--- src/sv/bmp_pkg.sv ---
// Shared constants, types and job layout for the binomial modulo prime block.
`default_nettype none
package bmp_pkg;

    // Factorial table size and derived address width.
    localparam int TABLE_DEPTH = 1024;
    localparam int ADDR_W      = $clog2(TABLE_DEPTH);

    // Field widths of the stream items.
    localparam int IDX_W = 10;
    localparam int VAL_W = 30;

    // Modulus, Fermat exponent and Barrett constant.
    localparam logic [VAL_W-1:0] PRIME_MOD  = 30'd1000000007;
    localparam logic [VAL_W-1:0] FERMAT_EXP = 30'd1000000005;
    localparam int               EXP_BITS   = 30;
    localparam int               BIT_W      = $clog2(EXP_BITS);
    localparam logic [63:0]      MU_FULL    = (64'd1 << 60) / 64'd1000000007;
    localparam logic [30:0]      BARRETT_MU = MU_FULL[30:0];

    // Destination of a modular product in the back end.
    typedef enum logic {
        TAG_SQ,
        TAG_ACC
    } t_tag;

    // One classified item handed from the front to the back.
    typedef struct packed {
        logic             oor;
        logic             zero;
        logic [VAL_W-1:0] fn;
        logic [VAL_W-1:0] fr;
        logic [VAL_W-1:0] fnr;
    } t_job;

endpackage
`default_nettype wire

--- src/sv/bmp_front.sv ---
// Front end: accepts n, r pairs, classifies them and fetches the factorials.
`default_nettype none
module bmp_front (
    input  wire logic                         i_clk,
    input  wire logic                         i_rst_n,
    input  wire logic                         i_fill_done,
    input  wire logic                         s_axis_tvalid,
    output logic                              s_axis_tready,
    input  wire logic [23:0]                  s_axis_tdata,   // n_value, r_value
    output logic      [bmp_pkg::ADDR_W-1:0]   o_raddr,
    input  wire logic [bmp_pkg::VAL_W-1:0]    i_rdata,
    input  wire logic                         i_q_full,
    output logic                              o_push,
    output bmp_pkg::t_job                     o_job
);
    import bmp_pkg::*;

    typedef enum logic [2:0] {
        F_IDLE,
        F_RD_R,
        F_RD_NR,
        F_CAP,
        F_PUSH
    } t_fstate;

    t_fstate          r_state;
    logic [IDX_W-1:0] r_n;
    logic [IDX_W-1:0] r_r;
    t_job             r_job;
    logic [IDX_W-1:0] w_n;
    logic [IDX_W-1:0] w_r;
    logic [IDX_W-1:0] w_diff;
    logic             w_accept;

    assign w_n      = s_axis_tdata[IDX_W-1:0];
    assign w_r      = s_axis_tdata[2*IDX_W-1:IDX_W];
    assign w_diff   = r_n - r_r;
    assign s_axis_tready = (r_state == F_IDLE) && i_fill_done;
    assign w_accept = s_axis_tvalid && s_axis_tready;
    assign o_push   = (r_state == F_PUSH) && !i_q_full;
    assign o_job    = r_job;

    // Table read address for each fetch step.
    always_comb begin
        case (r_state)
            F_RD_R:  o_raddr = ADDR_W'(r_r);
            F_RD_NR: o_raddr = ADDR_W'(w_diff);
            default: o_raddr = ADDR_W'(w_n);
        endcase
    end

    // Sequencer that fetches n!, r! and (n-r)! one after another.
    always_ff @(posedge i_clk) begin
        if (!i_rst_n) begin
            r_state <= F_IDLE;
        end else begin
            case (r_state)
                F_IDLE: begin
                    if (w_accept) begin
                        r_n          <= w_n;
                        r_r          <= w_r;
                        r_job.oor    <= 32'(w_n) >= TABLE_DEPTH;
                        r_job.zero   <= w_r > w_n;
                        if ((32'(w_n) >= TABLE_DEPTH) || (w_r > w_n)) begin
                            r_state <= F_PUSH;
                        end else begin
                            r_state <= F_RD_R;
                        end
                    end
                end
                F_RD_R: begin
                    r_job.fn <= i_rdata;
                    r_state  <= F_RD_NR;
                end
                F_RD_NR: begin
                    r_job.fr <= i_rdata;
                    r_state  <= F_CAP;
                end
                F_CAP: begin
                    r_job.fnr <= i_rdata;
                    r_state   <= F_PUSH;
                end
                F_PUSH: begin
                    if (!i_q_full) begin
                        r_state <= F_IDLE;
                    end
                end
                default: r_state <= F_IDLE;
            endcase
        end
    end

endmodule
`default_nettype wire

--- config.mk ---
export PLATFORM = sky130hd
export DESIGN_NAME = bmp_front
export DESIGN_NICKNAME = d
export VERILOG_FILES = /design/src/sv/bmp_pkg.sv /design/src/sv/bmp_front.sv
export SDC_FILE = /design/constraint.sdc
export NUM_CORES = 1
export LEC_CHECK = 0
export BUFFER_PORTS_ARGS = -buffer_cell sky130_fd_sc_hd__buf_2
export CAP_MARGIN = 20
export CORE_AREA = 2 2 122 148
export CTS_BUF_LIST = sky130_fd_sc_hd__clkbuf_8
export DETAILED_ROUTE_END_ITERATION = 8
export DIE_AREA = 0 0 124 150
export REMOVE_ABC_BUFFERS = 1
export SLEW_MARGIN = 20
export SYNTH_ARGS = -nofsm -noshare
export SYNTH_HDL_FRONTEND = slang
export SYNTH_SLANG_ARGS = --single-unit
export TNS_END_PERCENT = 20
--- constraint.sdc ---
create_clock -name i_clk -period 4.1 [get_ports i_clk]
set_input_delay 0.205 -clock i_clk [delete_from_list [all_inputs] [get_ports i_clk]]
set_output_delay 0.205 -clock i_clk [all_outputs]
set_load 0.03 [all_outputs]
# After elaboration in Yosys (flattened, before gate mapping)

Index checks and enable logic that the tools add are counted.

Flip-flop bits (word level): 114
Input port bits: 59
Output and inout bits: 104
Logic and storage cells: 30

$add $sub $neg: 1
Order comparisons: 1
Equal/unequal tests: 6
Mux-type cells: 5
Reductions and logical operators: 10

Operators by type and width:

| kind               | count |
|---|---|
| $pmux 10 s2        | 1 |
| $pmux 3 s5         | 1 |
| $gt 10x10->1       | 1 |
| $sub 10x10->10     | 1 |
| $mux 3             | 3 |
| $reduce_and 2->1   | 4 |
| $eq 3x2->1 const B | 2 |
| $ne 2x2->1 const B | 2 |
| $eq 3x1->1 const B | 1 |
| $eq 3x3->1 const B | 1 |
| $logic_and 1x1->1  | 3 |
| $logic_not 3->1    | 1 |
| $reduce_and 3->1   | 1 |
| $logic_not 1->1    | 1 |

# Depth between registers and ports, before layout

Word-level depth: 5
Mapped depth: 9
Mapped depth without buffers: 9

# Worst setup path before layout

OpenSTA, ideal clock, no wires.

Path type: reg-to-output
Start: register r_n[6]
End: output o_raddr[9] (netlist bit)
Arrival: 2.131 ns
Required time: 3.895 ns
Path slack: 1.764 ns
Stages on the path, launching flop included: 8
Path buffers: 0
Cells stage by stage: edfxtp_1 ha_1 a21o_1 a21oi_2 nor2b_1 a311o_1 xnor2_1 o221ai_1

Cells in the longest elaborated chain, start to end: 2

Ends and longest elaborated chain:

| item                   | RTL line        | source |
|---|---|---|
| start, declared        | bmp_front.sv:27 | `logic [IDX_W-1:0] r_n;` |
| start signal, assigned | bmp_front.sv:60 | `r_n <= w_n;` |
| $sub 10x10->10         | bmp_front.sv:37 | `assign w_diff = r_n - r_r;` |
| $pmux 10 s2            | bmp_front.sv:45 | `case (r_state)` |
| end, declared          | bmp_front.sv:10 | `output logic [bmp_pkg::ADDR_W-1:0] o_raddr,` |

Every way passes these cells.

# Worst setup path after layout

Start: register r_r[0]
End: output o_raddr[6] (netlist bit)

Cells in the longest elaborated chain, start to end: 2

Ends and longest elaborated chain:

| item                   | RTL line        | source |
|---|---|---|
| start, declared        | bmp_front.sv:28 | `logic [IDX_W-1:0] r_r;` |
| start signal, assigned | bmp_front.sv:61 | `r_r <= w_r;` |
| $sub 10x10->10         | bmp_front.sv:37 |  |
| $pmux 10 s2            | bmp_front.sv:45 |  |

Every way passes these cells.

==> flow_summary.toml <==
[outcome]
outcome = "finished, final reports clean"

[power]
max-vdd-ir-drop_mv = 0.1583
power_leakage_nw = 2.574
power_mw = 2.659
p_per_area_mw_per_mm2 = 419.4

[worst_setup_path]
worst_setup_path_end_kind = "output pin"
critical_path.cell_chain = "ha_1, fa_1, nor2b_1, o21ai_1, nand2b_1, a21oi_1, or4b_1, nand3_1, buf_2"
r2r_slack_ns = 2.03
critPathKind = "flop to output pin"
worst-endpoint-required_ns = 3.89
worst_path_dominant_cell_family = "simple AND/OR/NAND/NOR gates"
crit-reg2reg-launch = "r_state[0]"
critPathMaxStageDelay_ns = 0.49
cp_data_arrival_time_ns = 2.72
critical_path.slowest_cell = "sky130_fd_sc_hd__or4b_1"
worst_setup_path_startpoint = "r_r[0]"
critPathLaunchType = "flop"
crit_path_max_fanout = 3
crit_buf_inv = 1

[timing]
max_slew_margin_pct = 31.85
report.final.hold_viol_count = 0
finalWorstSetupSlack_ns = 1.172
worstMarginPinSlew_ns = 1.022
period_minus_slack_ns = 2.928
setup_repair_after_global_routing_missed_its_margin = "no"
setup_total_negative_slack_ns = 0
clock.fmax_mhz = 341.5
setup_violations = 0
final-max-slew-violation-count = 0
timing.final.crit_share_pct = 71.42
finClkSkew_ns = 0.008648

[grt]
vias_in_the_first_global_route = 3057
grt.busiest_layer = "met2"
gr-usage-met1_pct = 11.00
groute.usage.overall_pct = 11.00
global_route.overflow_total = 0
antenna_found_initial = 2
grt_start_max_net_pins = 31
first_pass_grt_wire_length_um = 14980
grt.met3_usage_pct = 4.383
grt_util_met2_pct = 19.48

[floorplanning]
fp.dieW_um = 124
placeableCoreArea_sq_mm = 0.01724
initial_util_pct = 25.58
fp.dieArea_sq_mm = 0.01860
std_cell_rows = 53
die-height_um = 150
top_level_ports = 163

[cts]
hold_buffers = 50
clock_tree_from_tritoncts = "built"
cts.path.max_buffers = 2
htreeDepth = 4
post_cts.resized_instances = 0
cts_num_sinks = 114
clock_pin_slew_reported_for_the_worst_setup_and_hold_paths_after_clock_tree_synthesis_ns = 0.07
cts_buffers = 17
worstSkewPairLatency_ns = 0.43
clock_tree.root_cell = "sky130_fd_sc_hd__clkbuf_8"
post_cts_buffers = 0

[min_path]
timing.hold.worst.start = "i_rst_n"
worstHoldPathType = "input port to flop"

[final_layout]
final_layout_size_suffix_gt1_share_pct = 39.92
syn_to_final_growth_pct = 43.72
num-nets-final = 562

[synth]
synth_largest_type_area_fraction_pct = 75.57
ys_warn_count = 0
synthTopCellsByArea = "sky130_fd_sc_hd__edfxtp_1, sky130_fd_sc_hd__ha_1, sky130_fd_sc_hd__inv_1"
synth-main-ff-cell = "sky130_fd_sc_hd__edfxtp_1"
synth_area_leader_cell = "sky130_fd_sc_hd__edfxtp_1"
register_area_share_after_synthesis_pct = 76.94
async_flop_share_pct = 0
post_synth.cell_area_avg_sq_um = 16.96
synth-seq-cells = 114
synth_area_sq_mm = 0.004410
post_synth_inst_count = 260
synth_edf_count = 111
synth_cell_type_count = 41

[placed_design]
finalWeightedCongestion = 0.7454
post-place-ws_ns = 1.620
dp_hpwl_um = 7235
placement.io_buffers = 157

[drt]
dr_total_vias = 3009
detailedRoute.firstIterationViolations = 136
ant_nets = 0
post-route-drc-count = 0
drt_first_pass_iters = 4
post_drt_via_cell_ratio = 4.191
totalWireLength_um = 10290
drt_wl_cell_um = 14.32

[job]
timing.max_cap.violations = 0
## synth_stat cells (4+ instances only)
master / count
sky130_fd_sc_hd__a22oi_1: 5
sky130_fd_sc_hd__nor3_1: 4
sky130_fd_sc_hd__a21oi_1: 7
sky130_fd_sc_hd__nand2b_1: 5
sky130_fd_sc_hd__xnor2_1: 6
sky130_fd_sc_hd__nor2_1: 9
sky130_fd_sc_hd__edfxtp_1: 111
sky130_fd_sc_hd__nand2_1: 7
sky130_fd_sc_hd__o21ai_1: 8
sky130_fd_sc_hd__ha_1: 19
sky130_fd_sc_hd__nand3_1: 4
sky130_fd_sc_hd__nor2b_1: 5
sky130_fd_sc_hd__inv_1: 24
## power by group
group	internal (mW)	switching, mW	leakage [nW]	total [mW]
Combinational	0.133	0.216	1.36	0.349
Clock	0.483	0.491	0.188	0.974
Sequential	1.32	0.0166	1.03	1.34
## state kept, by name (all words and copies together), names as in the netlist
register / cells
o_job: 91
r_n: 10
r_r: 10
r_state: 3
## cells by family (layout without fill, tap and decap cells)
family	Yosys count	in the layout	share of synthesized area (%)
other	1	3	0.08502
AND/OR/NAND/NOR	48	48	6.412
AO/OA/AOI/OAI	39	39	6.071
multiplexers	2	2	0.4823
adder cells (fa/ha/maj)	20	20	5.844
XOR/XNOR	7	7	1.390
buffers and inverters	29	265	2.780
flip-flops	114	114	76.94
## routing by layer
| layer | routed length, um | part of all wire [%] | vias to the layer above |
|---|---|---|---|
| met5 | 0 | 0 | - |
| met4 | 242 | 2.4 | 0 |
| met3 | 768 | 7.5 | 18 |
| met2 | 5209 | 51 | 136 |
| met1 | 4064 | 40 | 1417 |
| li1 | - | - | 1438 |
## layout make-up
class	instances	area [sq um]
multi-input cells	117	902.1
clock buffers	17	234.0
flip-flops and latches	114	3393
clock inverters	15	137.6
well taps	220	275.3
inverters	24	90.09
diodes	2	5.005
repair buffers	209	1301
fillers	1658	10900
## through the flow
step	util, %	std cells	hold WS, ns	area, sq um
after detailed placement	31.68	634	0.4011	5461
after global routing	36.73	716	0.03287	6334
after global placement	31.68	634	0.3990	5461
after floorplan	-	255	0.3039	4378
after CTS	36.73	716	0.01322	6334
final	36.76	718	0.05064	6339
## cells in the final DEF, fill, tap and decap left out, types with 2 or more instances in the layout
cell type / instances
sky130_fd_sc_hd__a21o_1: 3
sky130_fd_sc_hd__a21oi_1: 7
sky130_fd_sc_hd__a221o_1: 3
sky130_fd_sc_hd__a22oi_1: 5
sky130_fd_sc_hd__a2bb2oi_1: 2
sky130_fd_sc_hd__a31oi_1: 2
sky130_fd_sc_hd__and2_1: 3
sky130_fd_sc_hd__and3_2: 2
sky130_fd_sc_hd__buf_2: 157
sky130_fd_sc_hd__buf_4: 2
sky130_fd_sc_hd__clkbuf_8: 17
sky130_fd_sc_hd__clkinv_2: 4
sky130_fd_sc_hd__clkinv_4: 6
sky130_fd_sc_hd__clkinvlp_4: 2
sky130_fd_sc_hd__dfxtp_1: 3
sky130_fd_sc_hd__diode_2: 2
sky130_fd_sc_hd__dlygate4sd3_1: 50
sky130_fd_sc_hd__edfxtp_1: 111
sky130_fd_sc_hd__ha_1: 19
sky130_fd_sc_hd__inv_1: 24
sky130_fd_sc_hd__nand2_1: 7
sky130_fd_sc_hd__nand2b_1: 5
sky130_fd_sc_hd__nand3_1: 4
sky130_fd_sc_hd__nand4_1: 3
sky130_fd_sc_hd__nor2_1: 8
sky130_fd_sc_hd__nor2b_1: 5
sky130_fd_sc_hd__nor3_1: 4
sky130_fd_sc_hd__o21ai_0: 2
sky130_fd_sc_hd__o21ai_1: 8
sky130_fd_sc_hd__o221ai_1: 2
sky130_fd_sc_hd__xnor2_1: 6
## path summary, 6_finish.rpt
check                     to  cells after the start
setup reg to reg   o_job[76]                      3
hold / removal    r_state[2]                      2
setup / recovery  o_raddr[6]                      9
hold reg to reg   r_state[1]                      2
## worst reg2reg max path: cells and delay by family (launching register included)
family	cells	cell delay (ns)
buf+inv	1	0.37
flops	1	0.55
simple gates	2	0.76
No activity file was read; power rests on OpenSTA's default activity.
