<file path="config.mk">
export PLATFORM = sky130hd
export DESIGN_NAME = bmp_queue
export DESIGN_NICKNAME = d
export VERILOG_FILES = /design/src/sv/bmp_pkg.sv /design/src/sv/bmp_queue.sv
export SDC_FILE = /design/constraint.sdc
export NUM_CORES = 1
export LEC_CHECK = 0
export BUFFER_PORTS_ARGS = -buffer_cell sky130_fd_sc_hd__buf_2
export CAP_MARGIN = 40
export CORE_UTILIZATION = 50
export DETAILED_ROUTE_END_ITERATION = 10
export MAX_ROUTING_LAYER = met4
export PLACE_DENSITY_LB_ADDON = 0.25
export SLEW_MARGIN = 5
export SYNTH_ARGS = -nofsm -noshare
export SYNTH_HDL_FRONTEND = slang
export SYNTH_SLANG_ARGS = --single-unit
</file>
<file path="constraint.sdc">
create_clock -name i_clk -period 16.16 [get_ports i_clk]
set_input_delay 3.232 -clock i_clk [delete_from_list [all_inputs] [get_ports i_clk]]
set_output_delay 3.232 -clock i_clk [all_outputs]
set_load 0.02 [all_outputs]
</file>
<file path="src/sv/bmp_pkg.sv">
// Shared constants, types and job layout for the binomial modulo prime block.
`default_nettype none
package bmp_pkg;

    // Factorial table size and derived address width.
    localparam int TABLE_DEPTH = 1024;
    localparam int ADDR_W      = $clog2(TABLE_DEPTH);

    // Field widths of the stream items.
    localparam int IDX_W = 10;
    localparam int VAL_W = 30;

    // Modulus, Fermat exponent and Barrett constant.
    localparam logic [VAL_W-1:0] PRIME_MOD  = 30'd1000000007;
    localparam logic [VAL_W-1:0] FERMAT_EXP = 30'd1000000005;
    localparam int               EXP_BITS   = 30;
    localparam int               BIT_W      = $clog2(EXP_BITS);
    localparam logic [63:0]      MU_FULL    = (64'd1 << 60) / 64'd1000000007;
    localparam logic [30:0]      BARRETT_MU = MU_FULL[30:0];

    // Destination of a modular product in the back end.
    typedef enum logic {
        TAG_SQ,
        TAG_ACC
    } t_tag;

    // One classified item handed from the front to the back.
    typedef struct packed {
        logic             oor;
        logic             zero;
        logic [VAL_W-1:0] fn;
        logic [VAL_W-1:0] fr;
        logic [VAL_W-1:0] fnr;
    } t_job;

endpackage
`default_nettype wire

</file>
<file path="src/sv/bmp_queue.sv">
// Two-entry queue of classified jobs between the front and the back.
`default_nettype none
module bmp_queue (
    input  wire logic          i_clk,
    input  wire logic          i_rst_n,
    input  wire logic          i_push,
    input  wire bmp_pkg::t_job i_job,
    input  wire logic          i_pop,
    output logic               o_full,
    output logic               o_empty,
    output bmp_pkg::t_job      o_job
);
    import bmp_pkg::*;

    t_job       r_entry [2];
    logic       r_wptr;
    logic       r_rptr;
    logic [1:0] r_count;

    assign o_full  = r_count == 2'd2;
    assign o_empty = r_count == 2'd0;
    assign o_job   = r_entry[r_rptr];

    // Pointer and fill count update.
    always_ff @(posedge i_clk) begin
        if (!i_rst_n) begin
            r_wptr  <= 1'b0;
            r_rptr  <= 1'b0;
            r_count <= 2'd0;
        end else begin
            if (i_push) begin
                r_wptr <= !r_wptr;
            end
            if (i_pop) begin
                r_rptr <= !r_rptr;
            end
            case ({i_push, i_pop})
                2'b10:   r_count <= r_count + 2'd1;
                2'b01:   r_count <= r_count - 2'd1;
                default: r_count <= r_count;
            endcase
        end
    end

    // Entry storage.
    always_ff @(posedge i_clk) begin
        if (i_push) begin
            r_entry[r_wptr] <= i_job;
        end
    end

endmodule
`default_nettype wire

</file>
### Yosys cells after proc, flatten, opt, wreduce, memory -nomap -nowiden

Memory sizes are Yosys's and may differ from the RTL's. A register that Yosys moved wholly into a read port is not among the register bits.
Index checks and enable logic that the tools add are counted.

| operators by class | value |
|---|---|
| add/subtract/negate cells | 2 |
| equality and inequality tests | 3 |
| multiplexer cells | 5 |
| reduce and logical (&&, ||, !) cells | 4 |

Operator list:

| kind | count |
|---|---|
| 2-bit equality test, second input constant | 2 |
| 1-bit 2-to-1 mux | 4 |
| 2-bit case mux with 2 select lines | 1 |
| 2-bit by 1-bit adder with 2-bit output, second input constant | 1 |
| 2-bit by 1-bit equality test with 1-bit output, second input constant | 1 |
| 1-bit zero test | 2 |
| 2-bit zero test | 1 |
| 2-bit nonzero test | 1 |
| 2-bit by 1-bit subtractor with 2-bit output, second input constant | 1 |

| storage, ports and cells | value |
|---|---|
| register bits | 4 |
| RAM bits | 184 |
| input bits | 96 |
| output and inout port bits | 94 |
| memories | 1 |

Memories:

| name | words | width | rd ports | clocked after Yosys merged registers in | write ports | line | RTL |
|---|---|---|---|---|---|---|---|
| r_entry | 2 | 92 | 1 | 1 | 1 | bmp_queue.sv:15 | `t_job r_entry [2];` |

### Logic depth before layout (Yosys ltp)

Gate-level depths: netlist of the first run.

| logic depth | value |
|---|---|
| depth after elaboration | 3 |
| gate-level depth with buffers | 5 |
| depth with buffers taken out | 5 |

### Worst setup path after synthesis of the first run

No wires, ideal clock.

| path | value |
|---|---|
| path kind | input -> register |
| start point | input port i_push |
| end point | memory r_entry[0][0] (netlist name) (enable) |
| library setup time | 547 ps |
| data arrival time | 7,176 ps |
| required time | 15,613 ps |
| setup slack | 8,437 ps |
| stages on the path | 2 |
| path buffers | 0 |
| cells stage by stage | inv_1 > nor2_1 |

| on the way | value |
|---|---|
| cells in the longest elaborated chain, start to end | 2 |

Ends and longest elaborated chain:

| what | line | RTL |
|---|---|---|
| start, declared | bmp_queue.sv:6 | `input wire logic i_push,` |
| 1-bit 2-to-1 mux | bmp_queue.sv:47 | `if (i_push) begin` |
| 1-bit 2-to-1 mux (not written as such) | bmp_queue.sv:48 | `r_entry[r_wptr] <= i_job;` |
| end, declared | bmp_queue.sv:15 |  |

No other way between the ends.

==> flow_metrics.py, run 1 <==
metrics = {
    "cells_and_area": {
        "finish.utilization_pct": 65.0,
        "drive_gt1_share_pct": 61.1,
        "nFillCells": 947,
        "layout.nets": 608,
        "areaGrowthSynthToFinish_pct": 26.2,
    },
    "sta": {
        "timing.final.crit_period_ns": 5.37,
        "tightest_slew_ns": 0.643,
        "period_share_pct": 33.2,
        "slew_violations": 0,
        "max_slew_margin_pct": 57.1,
        "fin_tns_setup_ns": 0,
        "setup_viol": 0,
        "finalHoldViolCount": 0,
        "rsz0062_at_grt": "no",
        "max_freq_mhz": 186,
        "skew_ns": 0.00726,
    },
    "synthesis": {
        "synth_top_area_cell": "edfxtp_1",
        "syn_nets": 405,
        "avgSynthCellArea_um2": 22.2,
        "ys_seq_area_share_pct": 82.1,
        "ys_warn_count": 0,
        "synthCells": 308,
        "yosysTopAreaCellShare_pct": 80.7,
        "synth.ff_latch_count": 189,
        "mappedNetlistArea_um2": 6850,
        "synth.distinct_cells": 17,
        "yosys-top-cells-area": "edfxtp_1 81%, mux2_2 15%, dfxtp_1 1.5%",
    },
    "floorplan": {
        "chipWidth_um": 119,
        "die_height_um": 119,
        "dieArea_um2": 14200,
        "initial_core_util_pct": 51.5,
        "rows": 42,
        "pin_count": 190,
        "fp.coreArea_um2": 13300,
    },
    "detailed_routing": {
        "route.detailed.drc": 0,
        "wl_per_cell_um": 17.4,
        "via_per_inst": 4.98,
        "totalWireLength_um": 12200,
        "ant_nets": 0,
        "drtPass1Iterations": 4,
        "drt_iter0_markers": 209,
        "dr_total_vias": 3494,
    },
    "worst_setup_path": {
        "cp_max_fo": 49,
        "arrival_ns": 2.14,
        "required_ns": 12.93,
        "setup.worst_path.class": "register to output port",
        "crit_path_end_kind": "output port",
        "cp-start-kind": "register",
    },
    "power_and_ir_drop": {
        "peakVddDrop_mv": 0.0810,
        "p_per_area_nw_per_um2": 131,
        "p_leak_nw": 3.24,
    },
    "cts": {
        "htreeDepth": 4,
        "cts_buffer_depth": 2,
        "cts_resized": 0,
        "root_buffer": "clkbuf_16",
        "cts_inserted_buffers": 17,
        "clk-insertion-delay-late_ns": 0.42,
        "clkTransAtPathRegs_ns": 0.06,
        "cts_hold_buffers": 0,
        "cts_sinks": 189,
        "cts_tree": "done",
        "post_cts_buffers": 0,
    },
    "global_routing": {
        "overflow": 0,
        "grt_use_total_pct": 18.2,
        "grt_max_degree": 50,
        "grt_pass1_vias": 3820,
        "antenna_found_initial": 2,
        "grt_pass1_wl_um": 18500,
    },
    "job": {
        "max-cap-violations": 0,
    },
    "worst_hold_path": {
        "hold_path_class": "register to register",
    },
    "status": {
        "outcome": "finished clean",
    },
    "place": {
        "hpwl_um": 7830,
        "port_buffers": 189,
        "routabilityCongestion": 0.688,
    },
}
power by group:
part | total, mW | leakage [nW] | internal, mW | switching (mW)
Sequential | 0.572 | 1.77 | 0.566 | 0.00622
Combinational | 0.128 | 1.17 | 0.0524 | 0.0753
Clock | 0.431 | 0.298 | 0.260 | 0.171
per-stage QoR:
stage / cell area (µm²) / worst slack [ns] / instances / power [mW] / hold WS (ns)
floorplan: 6850 / 8.44 / 308 / 0.666 / 0.466
global placement: 7990 / 11.06 / 667 / 0.707 / 0.484
detailed placement: 8020 / 11.15 / 668 / 0.712 / 0.524
CTS: 8640 / 10.74 / 700 / 1.14 / 0.537
global route: 8640 / 10.68 / 702 / 1.17 / 0.566
finish: 8640 / 10.79 / 702 / 1.13 / 0.534
cells in the final DEF, fill, tap and decap left out, drive strengths merged, types with 2 or more instances in the layout:
cell type,n
clkbuf,19
diode,2
clkinv,4
bufinv,4
mux2,92
dfxtp,5
edfxtp,184
xnor2,2
nor2,2
inv,4
and2,4
clkinvlp,2
buf,194
metal layers:
layer,routed length [µm],vias up,GRT usage [%]
li1,-,1625,-
met1,4710,1709,19.9
met2,6250,140,29.8
met3,936,20,6.18
met4,287,0,8.86
met5,0,-,-
cells in the mapped netlist:
cell type	count
a21boi_1	1
and2_1	4
and2b_2	1
buf_2	2
buf_4	8
dfxtp_1	5
edfxtp_1	184
ha_1	1
inv_1	1
mux2_2	92
nor2_1	2
nor2b_1	1
o21a_1	1
o21ai_0	1
or3_1	1
xnor2_1	2
xor2_1	1
layout make-up:
class                           instances  area, µm²  area share, %
Antenna cell                            2       5.00         0.0579
Clock buffer                           19        433           5.01
Clock inverter                         13        189           2.19
Inverter                                1       3.75         0.0434
Multi-Input combinational cell        108       1160           13.4
Sequential cell                       189       5630           65.1
Tap cell                              176        220           2.55
Timing Repair Buffer                  194       1000           11.6
flip-flops by register name, indices dropped and copies added (netlist names), named ones only:
signal,cells
r_entry,184
r_rptr,1
r_count,2
r_wptr,1
worst paths after layout:
| path | to | cells after the start | slack (ns) | start |
|---|---|---|---|---|
| max | o_job[23] | 4 | 10.79 | register |
| min reg2reg | r_count[1] | 2 | 0.53 | r_count[1] |
| max reg2reg | r_entry[1][88] | 2 | 14.10 | r_wptr |
| min | r_count[1] | 2 | 0.53 | r_count[1] |
worst max-delay path, cell delays in order, from the launching register on:
cell and delay [ns]:
dfxtp_4 0.33, buf_4 0.49, buf_16 0.32, mux2_2 0.38
buf_2 0.16
kinds of logic after synthesis:
family / Yosys count / synth area share (%)
multiplexers: 92 / 15.1
buffers and inverters: 11 / 1.08
XOR/XNOR: 3 / 0.384
flip-flops: 189 / 82.1
AND/OR/NAND/NOR: 9 / 0.786
adder cells (fa/ha/maj): 1 / 0.183
AO/OA/AOI/OAI: 3 / 0.292
(Power assumes the default switching activity.)
==> run 2: changes to the inputs <==
--- a/config.mk
+++ b/config.mk
@@ -7,7 +7,7 @@
 export LEC_CHECK = 0
 export BUFFER_PORTS_ARGS = -buffer_cell sky130_fd_sc_hd__buf_2
 export CAP_MARGIN = 40
-export CORE_UTILIZATION = 50
+export CORE_UTILIZATION = 47
 export DETAILED_ROUTE_END_ITERATION = 10
 export MAX_ROUTING_LAYER = met4
 export PLACE_DENSITY_LB_ADDON = 0.25
==> constraint.sdc (replaced) <==
create_clock -name i_clk -period 4.6 [get_ports i_clk]
set_input_delay 0.92 -clock i_clk [delete_from_list [all_inputs] [get_ports i_clk]]
set_output_delay 0.92 -clock i_clk [all_outputs]
set_load 0.02 [all_outputs]
==> run 2 against run 1 <==
Net effect: register-to-register slack worse by 11 ns; sequential cell count unchanged; clock skew rose by 0.0070 ns; die area grew 6.3%; clock power grew to 3.2 times the previous value; first-iteration DRC count fell by 12%; highest routed layer unchanged; final cell count up 0.57%; largest power group unchanged; via count grew 0.80%; global-route usage is 1.7 points lower.
==> flow_metrics.py, run 2 (synthesis results as in run 1) <==
metrics = {
    "cells_and_area": {
        "layout.nets": 610,
        "largest_register": "r_entry",
        "nFillCells": 1050,
        "reg_top3": "r_entry (184), r_count (2)",
        "largest_reg_flops": 184,
        "final_common_cell": "buf_2",
        "areaGrowthSynthToFinish_pct": 25.6,
        "fin_area_um2": 8600,
        "final_cell_mix": "189 x buf_2, 184 x edfxtp_1, 92 x mux2_2",
        "drive_gt1_share_pct": 60.6,
        "num_antenna_cells": 0,
    },
    "detailed_routing": {
        "dr_total_vias": 3522,
        "route.detailed.drc": 0,
        "wl_per_cell_um": 16.9,
        "via_per_inst": 4.99,
        "totalWireLength_um": 11900,
        "drtPass1Iterations": 4,
        "ant_nets": 0,
        "drt_iter0_markers": 184,
    },
    "sta": {
        "finalHoldViolCount": 0,
        "fin_tns_setup_ns": 0,
        "fin_ws_ns": 1.46,
        "tightest_slew_ns": 0.803,
        "setup_viol": 0,
        "skew_ns": 0.0143,
        "timing.final.crit_period_ns": 3.14,
        "rsz0062_at_grt": "no",
        "period_share_pct": 68.2,
        "max_freq_mhz": 319,
        "slew_violations": 0,
        "max_slew_margin_pct": 46.3,
    },
    "cts": {
        "cts_inserted_buffers": 17,
        "htreeDepth": 4,
        "cts_sinks": 189,
        "cts_tree": "done",
        "clkTransAtPathRegs_ns": 0.06,
        "clk-insertion-delay-late_ns": 0.43,
        "cts_buffer_depth": 2,
        "cts_resized": 0,
        "post_cts_buffers": 0,
        "root_buffer": "clkbuf_16",
        "cts_hold_buffers": 0,
    },
    "place": {
        "placed_cell_area_um2": 8040,
        "preCtsSetupSlack_ns": 1.88,
        "port_buffers": 189,
        "routabilityCongestion": 0.705,
        "hpwl_um": 7860,
    },
    "global_routing": {
        "grt_max_degree": 43,
        "antenna_found_initial": 0,
        "overflow": 0,
        "grt_use_total_pct": 16.5,
        "grt_pass1_wl_um": 17300,
        "grt_pass1_vias": 3574,
    },
    "worst_setup_path": {
        "cp_slowest_stage_delay_ns": 0.71,
        "setup.worst_path.class": "register to output port",
        "arrival_ns": 2.22,
        "cp_max_fo": 40,
        "crit_path_end_kind": "output port",
        "crit_path_cell_trace": "buf_12, buf_4, mux2_2, buf_2",
        "cp_top_family": "flip-flops",
        "slowest_stage": "dfxtp_4",
        "required_ns": 3.68,
        "cp_num_buf_inv": 3,
        "cp-start-kind": "register",
    },
    "power_and_ir_drop": {
        "p_per_area_nw_per_um2": 446,
        "peakVddDrop_mv": 0.256,
        "finalPower_mw": 3.84,
        "p_leak_nw": 3.22,
    },
    "job": {
        "max-cap-violations": 0,
    },
    "floorplan": {
        "dieArea_um2": 15100,
        "pin_count": 190,
        "fp.coreArea_um2": 14000,
        "rows": 43,
        "initial_core_util_pct": 48.8,
        "chipWidth_um": 123,
        "die_height_um": 123,
    },
    "status": {
        "outcome": "finished clean",
    },
    "worst_hold_path": {
        "hold_path_class": "register to register",
    },
}
==> run 2: cell types whose count changed in the layout (fill, tap and decap cells not counted), sizes merged <==
cell      before  now
clkinv         4    7
inv            4    1
clkinvlp       2    3
buf          194  196
diode          2    0
bufinv         4    2
clkbuf        19   20
==> run 2: area by class of cell <==
| cell class | count | area [µm²] | share of cell area, % |
|---|---|---|---|
| clock buffers | 20 | 437 | 5.08 |
| clock inverters | 12 | 123 | 1.43 |
| well taps | 180 | 225 | 2.62 |
| repair buffers | 196 | 1020 | 11.9 |
| flip-flops and latches | 189 | 5630 | 65.5 |
| inverters | 1 | 3.75 | 0.0436 |
| multi-input cells | 108 | 1160 | 13.5 |
==> run 2: worst min-delay path, cell delays in order, from the launching register on <==
cell and delay (ns):
dfxtp_1 0.32, o21ai_0 0.07, a21boi_1 0.07
==> run 2: through the flow <==
step	std cells	hold WS (ns)	utilization (%)
floorplan	308	0.466	-
global placement	673	0.478	57.1
detailed placement	674	0.510	57.3
CTS	706	0.520	61.2
global route	706	0.566	61.2
finish	706	0.513	61.2
==> run 2: final timing paths <==
kind,from,end,slack (ns),depth (start not counted)
worst max-delay path,register,o_job[1],1.46,4
worst max register to register,r_wptr,r_entry[0][79],2.77,2
worst min-delay path,r_count[1],r_count[1],0.51,2
worst min register to register,r_count[1],r_count[1],0.51,2
==> run 2: metal layers <==
| layer | vias to the layer above | GRT usage [%] | share of wire [%] |
|---|---|---|---|
| li1 | 1625 | - | - |
| met1 | 1729 | 18.1 | 40 |
| met2 | 151 | 26.9 | 50 |
| met3 | 17 | 5.48 | 7.8 |
| met4 | 0 | 8.00 | 1.8 |
| met5 | - | - | 0 |
==> run 2: where the power goes <==
group | switching (mW) | internal [mW] | leakage (nW)
logic | 0.249 | 0.186 | 1.19
registers | 0.0352 | 1.99 | 1.77
clock network | 0.585 | 0.794 | 0.265
