==> src/sv/bmp_pkg.sv <==
// Shared constants, types and job layout for the binomial modulo prime block.
`default_nettype none
package bmp_pkg;

    // Factorial table size and derived address width.
    localparam int TABLE_DEPTH = 1024;
    localparam int ADDR_W      = $clog2(TABLE_DEPTH);

    // Field widths of the stream items.
    localparam int IDX_W = 10;
    localparam int VAL_W = 30;

    // Modulus, Fermat exponent and Barrett constant.
    localparam logic [VAL_W-1:0] PRIME_MOD  = 30'd1000000007;
    localparam logic [VAL_W-1:0] FERMAT_EXP = 30'd1000000005;
    localparam int               EXP_BITS   = 30;
    localparam int               BIT_W      = $clog2(EXP_BITS);
    localparam logic [63:0]      MU_FULL    = (64'd1 << 60) / 64'd1000000007;
    localparam logic [30:0]      BARRETT_MU = MU_FULL[30:0];

    // Destination of a modular product in the back end.
    typedef enum logic {
        TAG_SQ,
        TAG_ACC
    } t_tag;

    // One classified item handed from the front to the back.
    typedef struct packed {
        logic             oor;
        logic             zero;
        logic [VAL_W-1:0] fn;
        logic [VAL_W-1:0] fr;
        logic [VAL_W-1:0] fnr;
    } t_job;

endpackage
`default_nettype wire

==> src/sv/bmp_mulmod.sv <==
// Four-stage modular multiplier with Barrett reduction modulo the prime.
`default_nettype none
module bmp_mulmod (
    input  wire logic                       i_clk,
    input  wire logic                       i_rst_n,
    input  wire logic                       i_valid,
    input  wire bmp_pkg::t_tag              i_tag,
    input  wire logic [bmp_pkg::VAL_W-1:0]  i_a,
    input  wire logic [bmp_pkg::VAL_W-1:0]  i_b,
    output logic                            o_valid,
    output bmp_pkg::t_tag                   o_tag,
    output logic      [bmp_pkg::VAL_W-1:0]  o_res
);
    import bmp_pkg::*;

    logic [3:0]       r_vld;
    t_tag             r_tag [4];
    logic [59:0]      r_prod;
    logic [61:0]      r_q2;
    logic [31:0]      r_plo2;
    logic [31:0]      r_plo3;
    logic [31:0]      r_m;
    logic [VAL_W-1:0] r_res;
    logic [59:0]      w_prod;
    logic [61:0]      w_q2;
    logic [60:0]      w_m;
    logic [31:0]      w_x;
    logic [31:0]      w_p1;
    logic [31:0]      w_p2;

    assign w_prod = i_a * i_b;
    assign w_q2   = r_prod[59:29] * BARRETT_MU;
    assign w_m    = r_q2[61:31] * PRIME_MOD;
    assign w_x    = r_plo3 - r_m;
    assign w_p1   = 32'(PRIME_MOD);
    assign w_p2   = {w_p1[30:0], 1'b0};
    assign o_valid = r_vld[3];
    assign o_tag   = r_tag[3];
    assign o_res   = r_res;

    // Valid pipeline.
    always_ff @(posedge i_clk) begin
        if (!i_rst_n) begin
            r_vld <= 4'd0;
        end else begin
            r_vld <= {r_vld[2:0], i_valid};
        end
    end

    // Product, quotient estimate, its multiple of p, and the final correction.
    always_ff @(posedge i_clk) begin
        r_tag[0] <= i_tag;
        r_tag[1] <= r_tag[0];
        r_tag[2] <= r_tag[1];
        r_tag[3] <= r_tag[2];
        r_prod   <= w_prod;
        r_q2     <= w_q2;
        r_plo2   <= r_prod[31:0];
        r_m      <= w_m[31:0];
        r_plo3   <= r_plo2;
        if (w_x >= w_p2) begin
            r_res <= VAL_W'(w_x - w_p2);
        end else if (w_x >= w_p1) begin
            r_res <= VAL_W'(w_x - w_p1);
        end else begin
            r_res <= VAL_W'(w_x);
        end
    end

endmodule
`default_nettype wire

==> src/sv/bmp_back.sv <==
// Back end: fills the factorial table, then inverts and multiplies per job.
`default_nettype none
module bmp_back (
    input  wire logic                        i_clk,
    input  wire logic                        i_rst_n,
    output logic                             o_fill_done,
    output logic                             o_we,
    output logic      [bmp_pkg::ADDR_W-1:0]  o_waddr,
    output logic      [bmp_pkg::VAL_W-1:0]   o_wdata,
    input  wire logic                        i_q_empty,
    input  wire bmp_pkg::t_job               i_job,
    output logic                             o_pop,
    output logic                             m_axis_tvalid,
    input  wire logic                        m_axis_tready,
    output logic      [31:0]                 m_axis_tdata,   // binom_mod
    output logic                             m_axis_tuser    // out_of_range
);
    import bmp_pkg::*;

    typedef enum logic [3:0] {
        B_FILL0,
        B_FILL_ISS,
        B_FILL_WAIT,
        B_IDLE,
        B_DEN_WAIT,
        B_EXP_SQ,
        B_EXP_MUL,
        B_EXP_WAIT,
        B_FIN,
        B_FIN_WAIT,
        B_OUT
    } t_bstate;

    t_bstate          r_state;
    logic             r_fill_done;
    logic [ADDR_W-1:0] r_k;
    logic [BIT_W-1:0] r_bit;
    logic [VAL_W-1:0] r_sq;
    logic [VAL_W-1:0] r_acc;
    logic [VAL_W-1:0] r_fn;
    logic [VAL_W-1:0] r_res;
    logic             r_res_oor;
    logic             r_out_valid;
    logic [VAL_W-1:0] r_out_data;
    logic             r_out_oor;
    logic             w_mvalid;
    t_tag             w_mtag;
    logic [VAL_W-1:0] w_ma;
    logic [VAL_W-1:0] w_mb;
    logic             w_rvalid;
    t_tag             w_rtag;
    logic [VAL_W-1:0] w_rres;
    logic             w_bit_set;
    logic             w_job_work;

    assign w_bit_set  = FERMAT_EXP[r_bit];
    assign w_job_work = !i_q_empty && !i_job.oor && !i_job.zero;
    assign o_pop      = (r_state == B_IDLE) && !i_q_empty;
    assign o_fill_done = r_fill_done;
    assign m_axis_tvalid = r_out_valid;
    assign m_axis_tdata  = 32'(r_out_data);
    assign m_axis_tuser  = r_out_oor;

    // Table writes during the start-up fill.
    assign o_we    = (r_state == B_FILL0) || ((r_state == B_FILL_WAIT) && w_rvalid);
    assign o_waddr = (r_state == B_FILL0) ? '0 : r_k;
    assign o_wdata = (r_state == B_FILL0) ? VAL_W'(1) : w_rres;

    // Operand selection for the shared multiplier.
    always_comb begin
        w_mvalid = 1'b0;
        w_mtag   = TAG_ACC;
        w_ma     = r_acc;
        w_mb     = r_sq;
        case (r_state)
            B_FILL_ISS: begin
                w_mvalid = 1'b1;
                w_mb     = VAL_W'(r_k);
            end
            B_IDLE: begin
                w_mvalid = w_job_work;
                w_mtag   = TAG_SQ;
                w_ma     = i_job.fr;
                w_mb     = i_job.fnr;
            end
            B_EXP_SQ: begin
                w_mvalid = 1'b1;
                w_mtag   = TAG_SQ;
                w_ma     = r_sq;
            end
            B_EXP_MUL: begin
                w_mvalid = 1'b1;
            end
            B_FIN: begin
                w_mvalid = 1'b1;
                w_ma     = r_fn;
                w_mb     = r_acc;
            end
            default: w_mvalid = 1'b0;
        endcase
    end

    bmp_mulmod u_mulmod (
        .i_clk   (i_clk),
        .i_rst_n (i_rst_n),
        .i_valid (w_mvalid),
        .i_tag   (w_mtag),
        .i_a     (w_ma),
        .i_b     (w_mb),
        .o_valid (w_rvalid),
        .o_tag   (w_rtag),
        .o_res   (w_rres)
    );

    // Sequencer, working registers and the output register.
    always_ff @(posedge i_clk) begin
        if (!i_rst_n) begin
            r_state     <= B_FILL0;
            r_fill_done <= 1'b0;
            r_out_valid <= 1'b0;
        end else begin
            if (w_rvalid) begin
                if (w_rtag == TAG_SQ) begin
                    r_sq <= w_rres;
                end else begin
                    r_acc <= w_rres;
                end
            end
            // The output register empties on a transfer unless it is reloaded below.
            if (m_axis_tready && (r_state != B_OUT)) begin
                r_out_valid <= 1'b0;
            end
            case (r_state)
                B_FILL0: begin
                    r_acc   <= VAL_W'(1);
                    r_k     <= ADDR_W'(1);
                    r_state <= B_FILL_ISS;
                end
                B_FILL_ISS: begin
                    r_state <= B_FILL_WAIT;
                end
                B_FILL_WAIT: begin
                    if (w_rvalid) begin
                        if (r_k == ADDR_W'(TABLE_DEPTH - 1)) begin
                            r_fill_done <= 1'b1;
                            r_state     <= B_IDLE;
                        end else begin
                            r_k     <= r_k + ADDR_W'(1);
                            r_state <= B_FILL_ISS;
                        end
                    end
                end
                B_IDLE: begin
                    if (!i_q_empty) begin
                        r_fn <= i_job.fn;
                        if (w_job_work) begin
                            r_state <= B_DEN_WAIT;
                        end else begin
                            r_res     <= '0;
                            r_res_oor <= i_job.oor;
                            r_state   <= B_OUT;
                        end
                    end
                end
                B_DEN_WAIT: begin
                    if (w_rvalid) begin
                        r_acc   <= VAL_W'(1);
                        r_bit   <= '0;
                        r_state <= B_EXP_SQ;
                    end
                end
                B_EXP_SQ: begin
                    r_state <= w_bit_set ? B_EXP_MUL : B_EXP_WAIT;
                end
                B_EXP_MUL: begin
                    r_state <= B_EXP_WAIT;
                end
                B_EXP_WAIT: begin
                    // The last product of this exponent bit closes the step.
                    if (w_rvalid && (w_rtag == (w_bit_set ? TAG_ACC : TAG_SQ))) begin
                        if (r_bit == BIT_W'(EXP_BITS - 1)) begin
                            r_state <= B_FIN;
                        end else begin
                            r_bit   <= r_bit + BIT_W'(1);
                            r_state <= B_EXP_SQ;
                        end
                    end
                end
                B_FIN: begin
                    r_state <= B_FIN_WAIT;
                end
                B_FIN_WAIT: begin
                    if (w_rvalid) begin
                        r_res     <= w_rres;
                        r_res_oor <= 1'b0;
                        r_state   <= B_OUT;
                    end
                end
                B_OUT: begin
                    if (!r_out_valid || m_axis_tready) begin
                        r_out_valid <= 1'b1;
                        r_out_data  <= r_res;
                        r_out_oor   <= r_res_oor;
                        r_state     <= B_IDLE;
                    end
                end
                default: r_state <= B_IDLE;
            endcase
        end
    end

    // Once the table is filled it stays filled.
    a_fill_sticky: assert property (@(posedge i_clk) disable iff (!i_rst_n)
        r_fill_done |=> r_fill_done)
        else $error("factorial table lost its filled status");

    // Every delivered residue is reduced.
    a_out_reduced: assert property (@(posedge i_clk) disable iff (!i_rst_n)
        r_out_valid |-> (r_out_data < PRIME_MOD))
        else $error("result not reduced modulo the prime");

    // An out-of-range result carries zero.
    a_oor_zero: assert property (@(posedge i_clk) disable iff (!i_rst_n)
        (r_out_valid && r_out_oor) |-> (r_out_data == '0))
        else $error("out-of-range result is not zero");

    // Products only return while the sequencer waits for them.
    a_result_expected: assert property (@(posedge i_clk) disable iff (!i_rst_n)
        w_rvalid |-> ((r_state == B_FILL_WAIT) || (r_state == B_DEN_WAIT) ||
                      (r_state == B_EXP_WAIT) || (r_state == B_FIN_WAIT)))
        else $error("modular product returned with no consumer");

endmodule
`default_nettype wire

==> config.mk <==
export PLATFORM = sky130hd
export DESIGN_NAME = bmp_back
export DESIGN_NICKNAME = d
export VERILOG_FILES = /design/src/sv/bmp_pkg.sv /design/src/sv/bmp_mulmod.sv /design/src/sv/bmp_back.sv
export SDC_FILE = /design/constraint.sdc
export NUM_CORES = 2
export LEC_CHECK = 0
export ABC_AREA = 0
export BUFFER_PORTS_ARGS = -buffer_cell sky130_fd_sc_hd__buf_4
export CORE_MARGIN = 4
export CORE_UTILIZATION = 65
export CTS_CLUSTER_SIZE = 28
export DETAILED_ROUTE_END_ITERATION = 16
export GPL_TIMING_DRIVEN = 0
export PLACE_DENSITY = 0.93
export SLEW_MARGIN = 10
export SYNTH_ARGS = -nofsm -noshare
export SYNTH_HDL_FRONTEND = slang
export SYNTH_SLANG_ARGS = --single-unit
==> constraint.sdc <==
create_clock -name i_clk -period 25.5 [get_ports i_clk]
set_input_delay 0 -clock i_clk [delete_from_list [all_inputs] [get_ports i_clk]]
set_output_delay 0 -clock i_clk [all_outputs]
set_load 0.005 [all_outputs]
Yosys cells after proc, flatten, opt, wreduce, memory -nomap -nowiden
Memory sizes are Yosys's and may differ from the RTL's. A register that Yosys moved wholly into a read port is not among the register bits.
Index checks and enable logic that the tools add are counted.
{"block": "op_classes", "n_addsub": 5, "n_mul": 3, "magnitude_cmp": 3, "n_eq_ne": 23, "n_mux": 44, "bitwise_logic": 2, "reduce_logical": 26}
{"cell": "$mux W30", "n": 9}
{"cell": "$pmux W30 S3", "n": 2}
{"cell": "$pmux W30 S2", "n": 2}
{"cell": "$mul A30 B30 Y60", "n": 1}
{"cell": "$sub A30 B30 Y30 const B", "n": 2}
{"cell": "$mul A31 B28 Y59 const B", "n": 1}
{"cell": "$pmux W4 S11", "n": 1}
{"cell": "$ge A32 B30 Y1 const B", "n": 1}
{"cell": "$ge A32 B31 Y1 const B", "n": 1}
{"cell": "$mul A31 B30 Y32 const B", "n": 1}
{"cell": "$mux W4", "n": 8}
{"cell": "$sub A32 B32 Y32", "n": 1}
{"cell": "$mux W10", "n": 3}
{"cell": "$mux W5", "n": 4}
{"cell": "$pmux W10 S2", "n": 1}
{"cell": "$eq A4 B3 Y1 const B", "n": 4}
{"cell": "$eq A4 B4 Y1 const B", "n": 3}
{"cell": "$ne A2 B2 Y1 const B", "n": 6}
{"cell": "$reduce_and A3 Y1", "n": 4}
{"cell": "$add A10 B1 Y10 const B", "n": 1}
{"cell": "$eq A10 B10 Y1 const B", "n": 1}
{"cell": "$mux W1", "n": 10}
{"cell": "$pmux W5 S2", "n": 1}
{"cell": "$reduce_and A5 Y1", "n": 2}
{"cell": "20 further kinds", "n": 36}
{"block": "totals", "register_bits": 422, "ramBits": 4, "mem_bits_ro": 32, "input_bits": 96, "out_inout_bits": 77, "elab_cells": 127, "n_memories": 2}
{"name": "(no name shown)", "depth": 32, "width": 1, "rd": 1, "rd_ports_with_merged_regs": 1, "wr": 0, "line": "bmp_back.sv:56", "rtl": "assign w_bit_set = FERMAT_EXP[r_bit];"}
{"name": "u_mulmod.r_tag", "depth": 4, "width": 1, "rd": 4, "rd_ports_with_merged_regs": 0, "wr": 4, "line": "bmp_mulmod.sv:17", "rtl": "t_tag r_tag [4];"}

Depth between registers and ports, before layout
{"block": "depth", "word_depth": 8, "ltp_mapped": 41, "mapped_depth_nobuf": 36}

By module
A second synthesis with hierarchy kept.
{"block": "hier_totals", "cells_unflattened": 6722, "area_unflattened_um2": 66008.3}
{"module": "bmp_mulmod", "instances": 1, "cells_per_inst": 6018, "area_per_inst_um2": 57694.1, "seq_area_each_um2": 4504.3}
{"module": "bmp_back", "instances": 1, "cells_per_inst": 704, "area_per_inst_um2": 8314.2, "seq_area_each_um2": 5154.9}

Worst setup path after synthesis
Ideal clock, no wire load.
{"block": "synth_path", "kind": "register -> register", "from": "register r_state[0]", "to": "register u_mulmod.r_prod[56]", "setup_time_ps": 122, "arrival_ps": 9418, "required_ps": 25378, "setup_slack_ps": 15960, "path_stages_with_launch": 37, "n_path_buf": 5, "period_less_slack_ps": 9540, "path_cell_list": "dfxtp_1 clkbuf_1 nand2b_1 clkbuf_1 nor2_1 clkbuf_1 a22oi_1 nand2_1 o21ai_0 a21oi_1 clkbuf_1 nand2_1 fa_1 fa_1 fa_1 fa_1 inv_1 fa_1 fa_1 fa_1 inv_1 fa_1 inv_1 ha_1 clkbuf_1 a21oi_1 o21bai_1 a2111oi_0 o21ai_0 a211oi_1 nand3_1 a21o_1 a32oi_1 a211oi_1 or4_1 and2_1 a311o_1"}
{"block": "synth_via", "elab_chain_cells": 3, "elab_cells_between_ends": 7, "classes_between": "mul (1); eq/ne (4); mux (2)"}
{"element": "start: declaration", "line": "bmp_back.sv:34", "rtl": "t_bstate r_state;"}
{"element": "start signal: assignment", "line": "bmp_back.sv:173", "rtl": "r_state <= w_bit_set ? B_EXP_MUL : B_EXP_WAIT;"}
{"element": "$eq A4 B4 Y1 (tied with other cells)", "line": "bmp_back.sv:75", "rtl": "case (r_state)"}
{"element": "$pmux W30 S3", "line": "bmp_back.sv:75"}
{"element": "$mul A30 B30 Y60 *", "line": "bmp_mulmod.sv:31", "rtl": "assign w_prod = i_a * i_b;"}
{"element": "named net u_mulmod.w_prod[56]", "line": "bmp_mulmod.sv:24", "rtl": "logic [59:0] w_prod;"}
{"element": "end signal: assignment", "line": "bmp_mulmod.sv:56", "rtl": "r_prod <= w_prod;"}
{"element": "end: declaration", "line": "bmp_mulmod.sv:18", "rtl": "logic [59:0] r_prod;"}
The timed path passes the listed nets; every way through them passes the cells marked *.
A chain may end at the register's enable or synchronous reset.

Final worst setup path
{"block": "layout_path", "from": "register r_state[0]", "to": "register u_mulmod.r_prod[59]"}
The elaborated chain is that of the path after synthesis.

==> results by group <==
Critical path
  • CP Class: reg2reg
  • Crit path max-delay cell type: clkbuf_1
  • Critical Path Sink Type: flop
  • Max FO, Critical Path: 10
  • Worst path most repeated cell: fa_1
  • Crit path max-delay family: adder cells
  • Max incr delay on CP: between 0.8 and 0.9 ns
  • CP arrival: roughly 14 ns
  • Worst Setup Start Kind: flop
  • Critical path buffers and inverters: 10
  • Req. time, crit path: around 26 ns

Run
  • Max-Cap Viols: 2

CTS
  • Cts repair resizes: 0
  • Max clock buf depth: 3
  • CTS tree: built
  • Cts bufs inserted: 45
  • # H-tree levels: 2
  • CTS Sinks: 399
  • Clock transition at path regs: about 0.060 ns
  • Root buffer cell: clkbuf_16
  • Skew-Pair Late Insertion Delay: about 0.65 ns

Outcome
  • Failing checks: capacitance limit, slew limit
  • Status: finished, violations left

Floorplan
  • Core box area: between 90,000 and 100,000 um2
  • # rows: roughly 120
  • Die Ht: 323 um
  • Die Wd: roughly 320 um
  • I/O pin total: 173
  • Die Area: 104,000 um2
  • Initial Util: between 60% and 70%

Route
  • Iteration-0 DRC Markers: just over 6,000
  • Via-to-Cell Ratio: about 6.3
  • Routed Antenna Nets: 0
  • Detailed-route via count: 52,300
  • Detailed Route WL: ~220 mm
  • Drt wl/cell: roughly 27 um
  • Initial DRT Pass Iterations: 9
  • Residual DRC count: 0

Global route
  • All-Layer GR Usage: ~44%
  • Largest net degree at the start of global routing: 32
  • Antenna violations before repair: 8
  • First-pass GRT wire length: roughly 340 mm
  • Vias in the first global route: 56,500
  • Global route total overflow: 0

Layout
  • Ratio of cells with drive above 1 in the final layout: ~4.6%
  • Nets@finish: 9,055
  • Fill cells: about 7,000
  • Post-Layout Cell Count: between 8,000 and 9,000
  • Area occupied by multi-input gates: 48,300 um2
  • Register area: around 9700 um2
  • Synth-to-layout area growth: 7.76%

Timing
  • # setup viols final: 0
  • Relative slew slack: -0.0552%
  • Worst Max-Slew Pin Slew: 1.50 ns
  • Final min period: 13.67 ns
  • Final Skew: between 0.04 and 0.05 ns
  • Fin crit share: 53.6%
  • Max Slew Vio Count: 9
  • Fmax: ~0.073 GHz
  • Final count of hold timing violations: 0
  • RSZ-0062 raised after global routing: false
  • Worst Slack Setup Final: between 10 and 15 ns
  • Final TNS setup: 0 ns

Yosys
  • Yosys cell types: 87
  • EDFF count, synth: between 150 and 200
  • Top cells by area, synth: fa_1 38%, ha_1 16%, inv_1 8.8%
  • Post-synth ARST share: 0%
  • Synth Area per Inst: 9.65 um2
  • Yosys warnings: 0
  • FF+latch count, synth: between 300 and 400
  • Yosys top cell area share: a little under two fifths
  • Cell Area, Synth: 64,400 um2
  • Synth area leader: fa_1
  • Ys flop type: dfxtp_1
  • Gate Count Post-Synth: between 6,000 and 7,000
  • Sequential area share after synthesis: between 10 and 15%

Placed design
  • Post-Place Worst Slack: 12.30 ns
  • Inst Count DP: approximately 8,000
  • Final Wtd Congestion: between 1 and 1.5
  • Hpwl dp: 182 mm
  • Port buffer count: between 150 and 200

Min path
  • Hold crit path type: in2reg
synthesized netlist by cell type, drive strengths merged, types with 5 or more instances:
| master | number |
|---|---|
| nor3b | 6 |
| a211oi | 30 |
| a21oi | 168 |
| o311ai | 5 |
| clkbuf | 205 |
| nand2 | 541 |
| and2 | 108 |
| o21a | 43 |
| o21bai | 26 |
| a32oi | 7 |
| o31ai | 14 |
| ha | 800 |
| o211ai | 17 |
| xnor2 | 133 |
| mux2i | 7 |
| dfxtp | 232 |
| nor2 | 655 |
| a21o | 90 |
| a222oi | 13 |
| nor2b | 32 |
| or3 | 8 |
| a21boi | 9 |
| a311oi | 7 |
| nor4b | 5 |
| fa | 1224 |
| edfxtp | 167 |
| or4 | 5 |
| inv | 1502 |
| a31o | 8 |
| buf | 29 |
| nor4 | 13 |
| nand3 | 62 |
| a211o | 6 |
| a22oi | 51 |
| nand4 | 18 |
| a221oi | 5 |
| nor3 | 46 |
| a2111oi | 13 |
| or2 | 14 |
| a22o | 32 |
| nand2b | 31 |
| and3 | 42 |
| xor2 | 61 |
| a31oi | 15 |
| o21ai | 113 |
worst register-to-register path, delay by kind of cell, from the launching register on:
kind	cells	cell delay, ns
compound gates	12	4.08
simple gates	4	1.66
buf+inv	10	2.74
fa+ha+maj	9	4.61
xor+xnor	1	0.19
flops	1	0.31
worst paths after layout:
| check | start | endpoint | slack (ns) | cells after the start |
|---|---|---|---|---|
| worst max register to register | r_state[0]$_SDFFE_PN0P_ | u_mulmod.r_prod[59]$_DFF_P_ | 11.83 | 36 |
| worst min register to register | u_mulmod.r_tag[2]$_DFF_P_ | u_mulmod.r_tag[3]$_DFF_P_ | 0.29 | 0 |
| worst max-delay path | r_state[0]$_SDFFE_PN0P_ | u_mulmod.r_prod[59]$_DFF_P_ | 11.83 | 36 |
| worst min-delay path | i_job[90] | u_mulmod.r_vld[0]$_SDFF_PN0_ | 0.05 | 5 |
flip-flops by register name, summed over array words and instances (netlist names), 4 cells and up, named ones only:
register and count:
u_mulmod.r_prod 60, u_mulmod.r_m 32, u_mulmod.r_plo2 32, u_mulmod.r_plo3 32, u_mulmod.r_q2 31, r_fn 30
r_out_data 30, r_res 30, r_sq 30, u_mulmod.o_res 30, r_k 10, r_bit 5
r_state 4, u_mulmod.r_tag 4, u_mulmod.r_vld 4
per-stage QoR:
step / hold WS (ns) / utilization [%] / instance area (um2)
after floorplan: 0.0416 / - / 64400
after global placement: 0.179 / 68.4 / 67300
after detailed placement: 0.180 / 68.5 / 67400
after CTS: 0.0241 / 70.5 / 69400
after global routing: 0.0664 / 70.5 / 69400
final: 0.0493 / 70.5 / 69400
layout make-up:
class | count | share of cell area [%]
multi-input combinational | 4542 | 69.5
antenna | 7 | 0.0252
timing repair buffer | 211 | 2.46
inverter | 1502 | 8.12
tap | 1287 | 2.32
clock buffer | 58 | 1.85
sequential | 399 | 13.9
buffer | 234 | 1.31
clock inverter | 26 | 0.469
cells in the final DEF (no fill, tap or decap), types with 35 or more instances in the layout:
master and count:
clkbuf_1 207, dlygate4sd3_1 35, and3_1 41, edfxtp_1 167
nor2_1 653, a22oi_1 51, buf_4 176, o21ai_0 105
a21oi_1 163, and2_1 106, fa_1 1224, inv_1 1502
xnor2_1 133, ha_1 800, nand3_1 62, nor3_1 45
xor2_1 61, a21o_1 90, clkbuf_16 49, nand2_1 541
dfxtp_1 232, o21a_1 43
routing by layer:
layer | global-route usage, % | wire length (um) | part of all wire, %
met5 | 0 | 27 | 0.012
met4 | 35.2 | 23700 | 11
met3 | 15.3 | 30000 | 13
met2 | 66.7 | 96500 | 43
met1 | 49.9 | 73200 | 33
what timing repair did:
item	4_1_cts	5_1_grt
setup endpoints to repair	0	0
buffers inserted	0	0
endpoints found under the hold margin	56	0
hold buffers	35	0
logic make-up (layout without fill, tap and decap cells):
kind of cell	count (synthesis)	count (layout)	share of synthesized area, %
flip-flops	399	399	15.0
AO/OA/AOI/OAI	715	715	7.72
AND/OR/NAND/NOR	1598	1598	10.8
multiplexers	9	9	0.144
other	1	9	0.00582
XOR/XNOR	194	194	2.64
buffers and inverters	1736	2031	10.2
adder cells (fa/ha/maj)	2024	2024	53.6
Power is not shown: default switching activity piles up to over one toggle a cycle in this logic, so the estimate is an artifact.
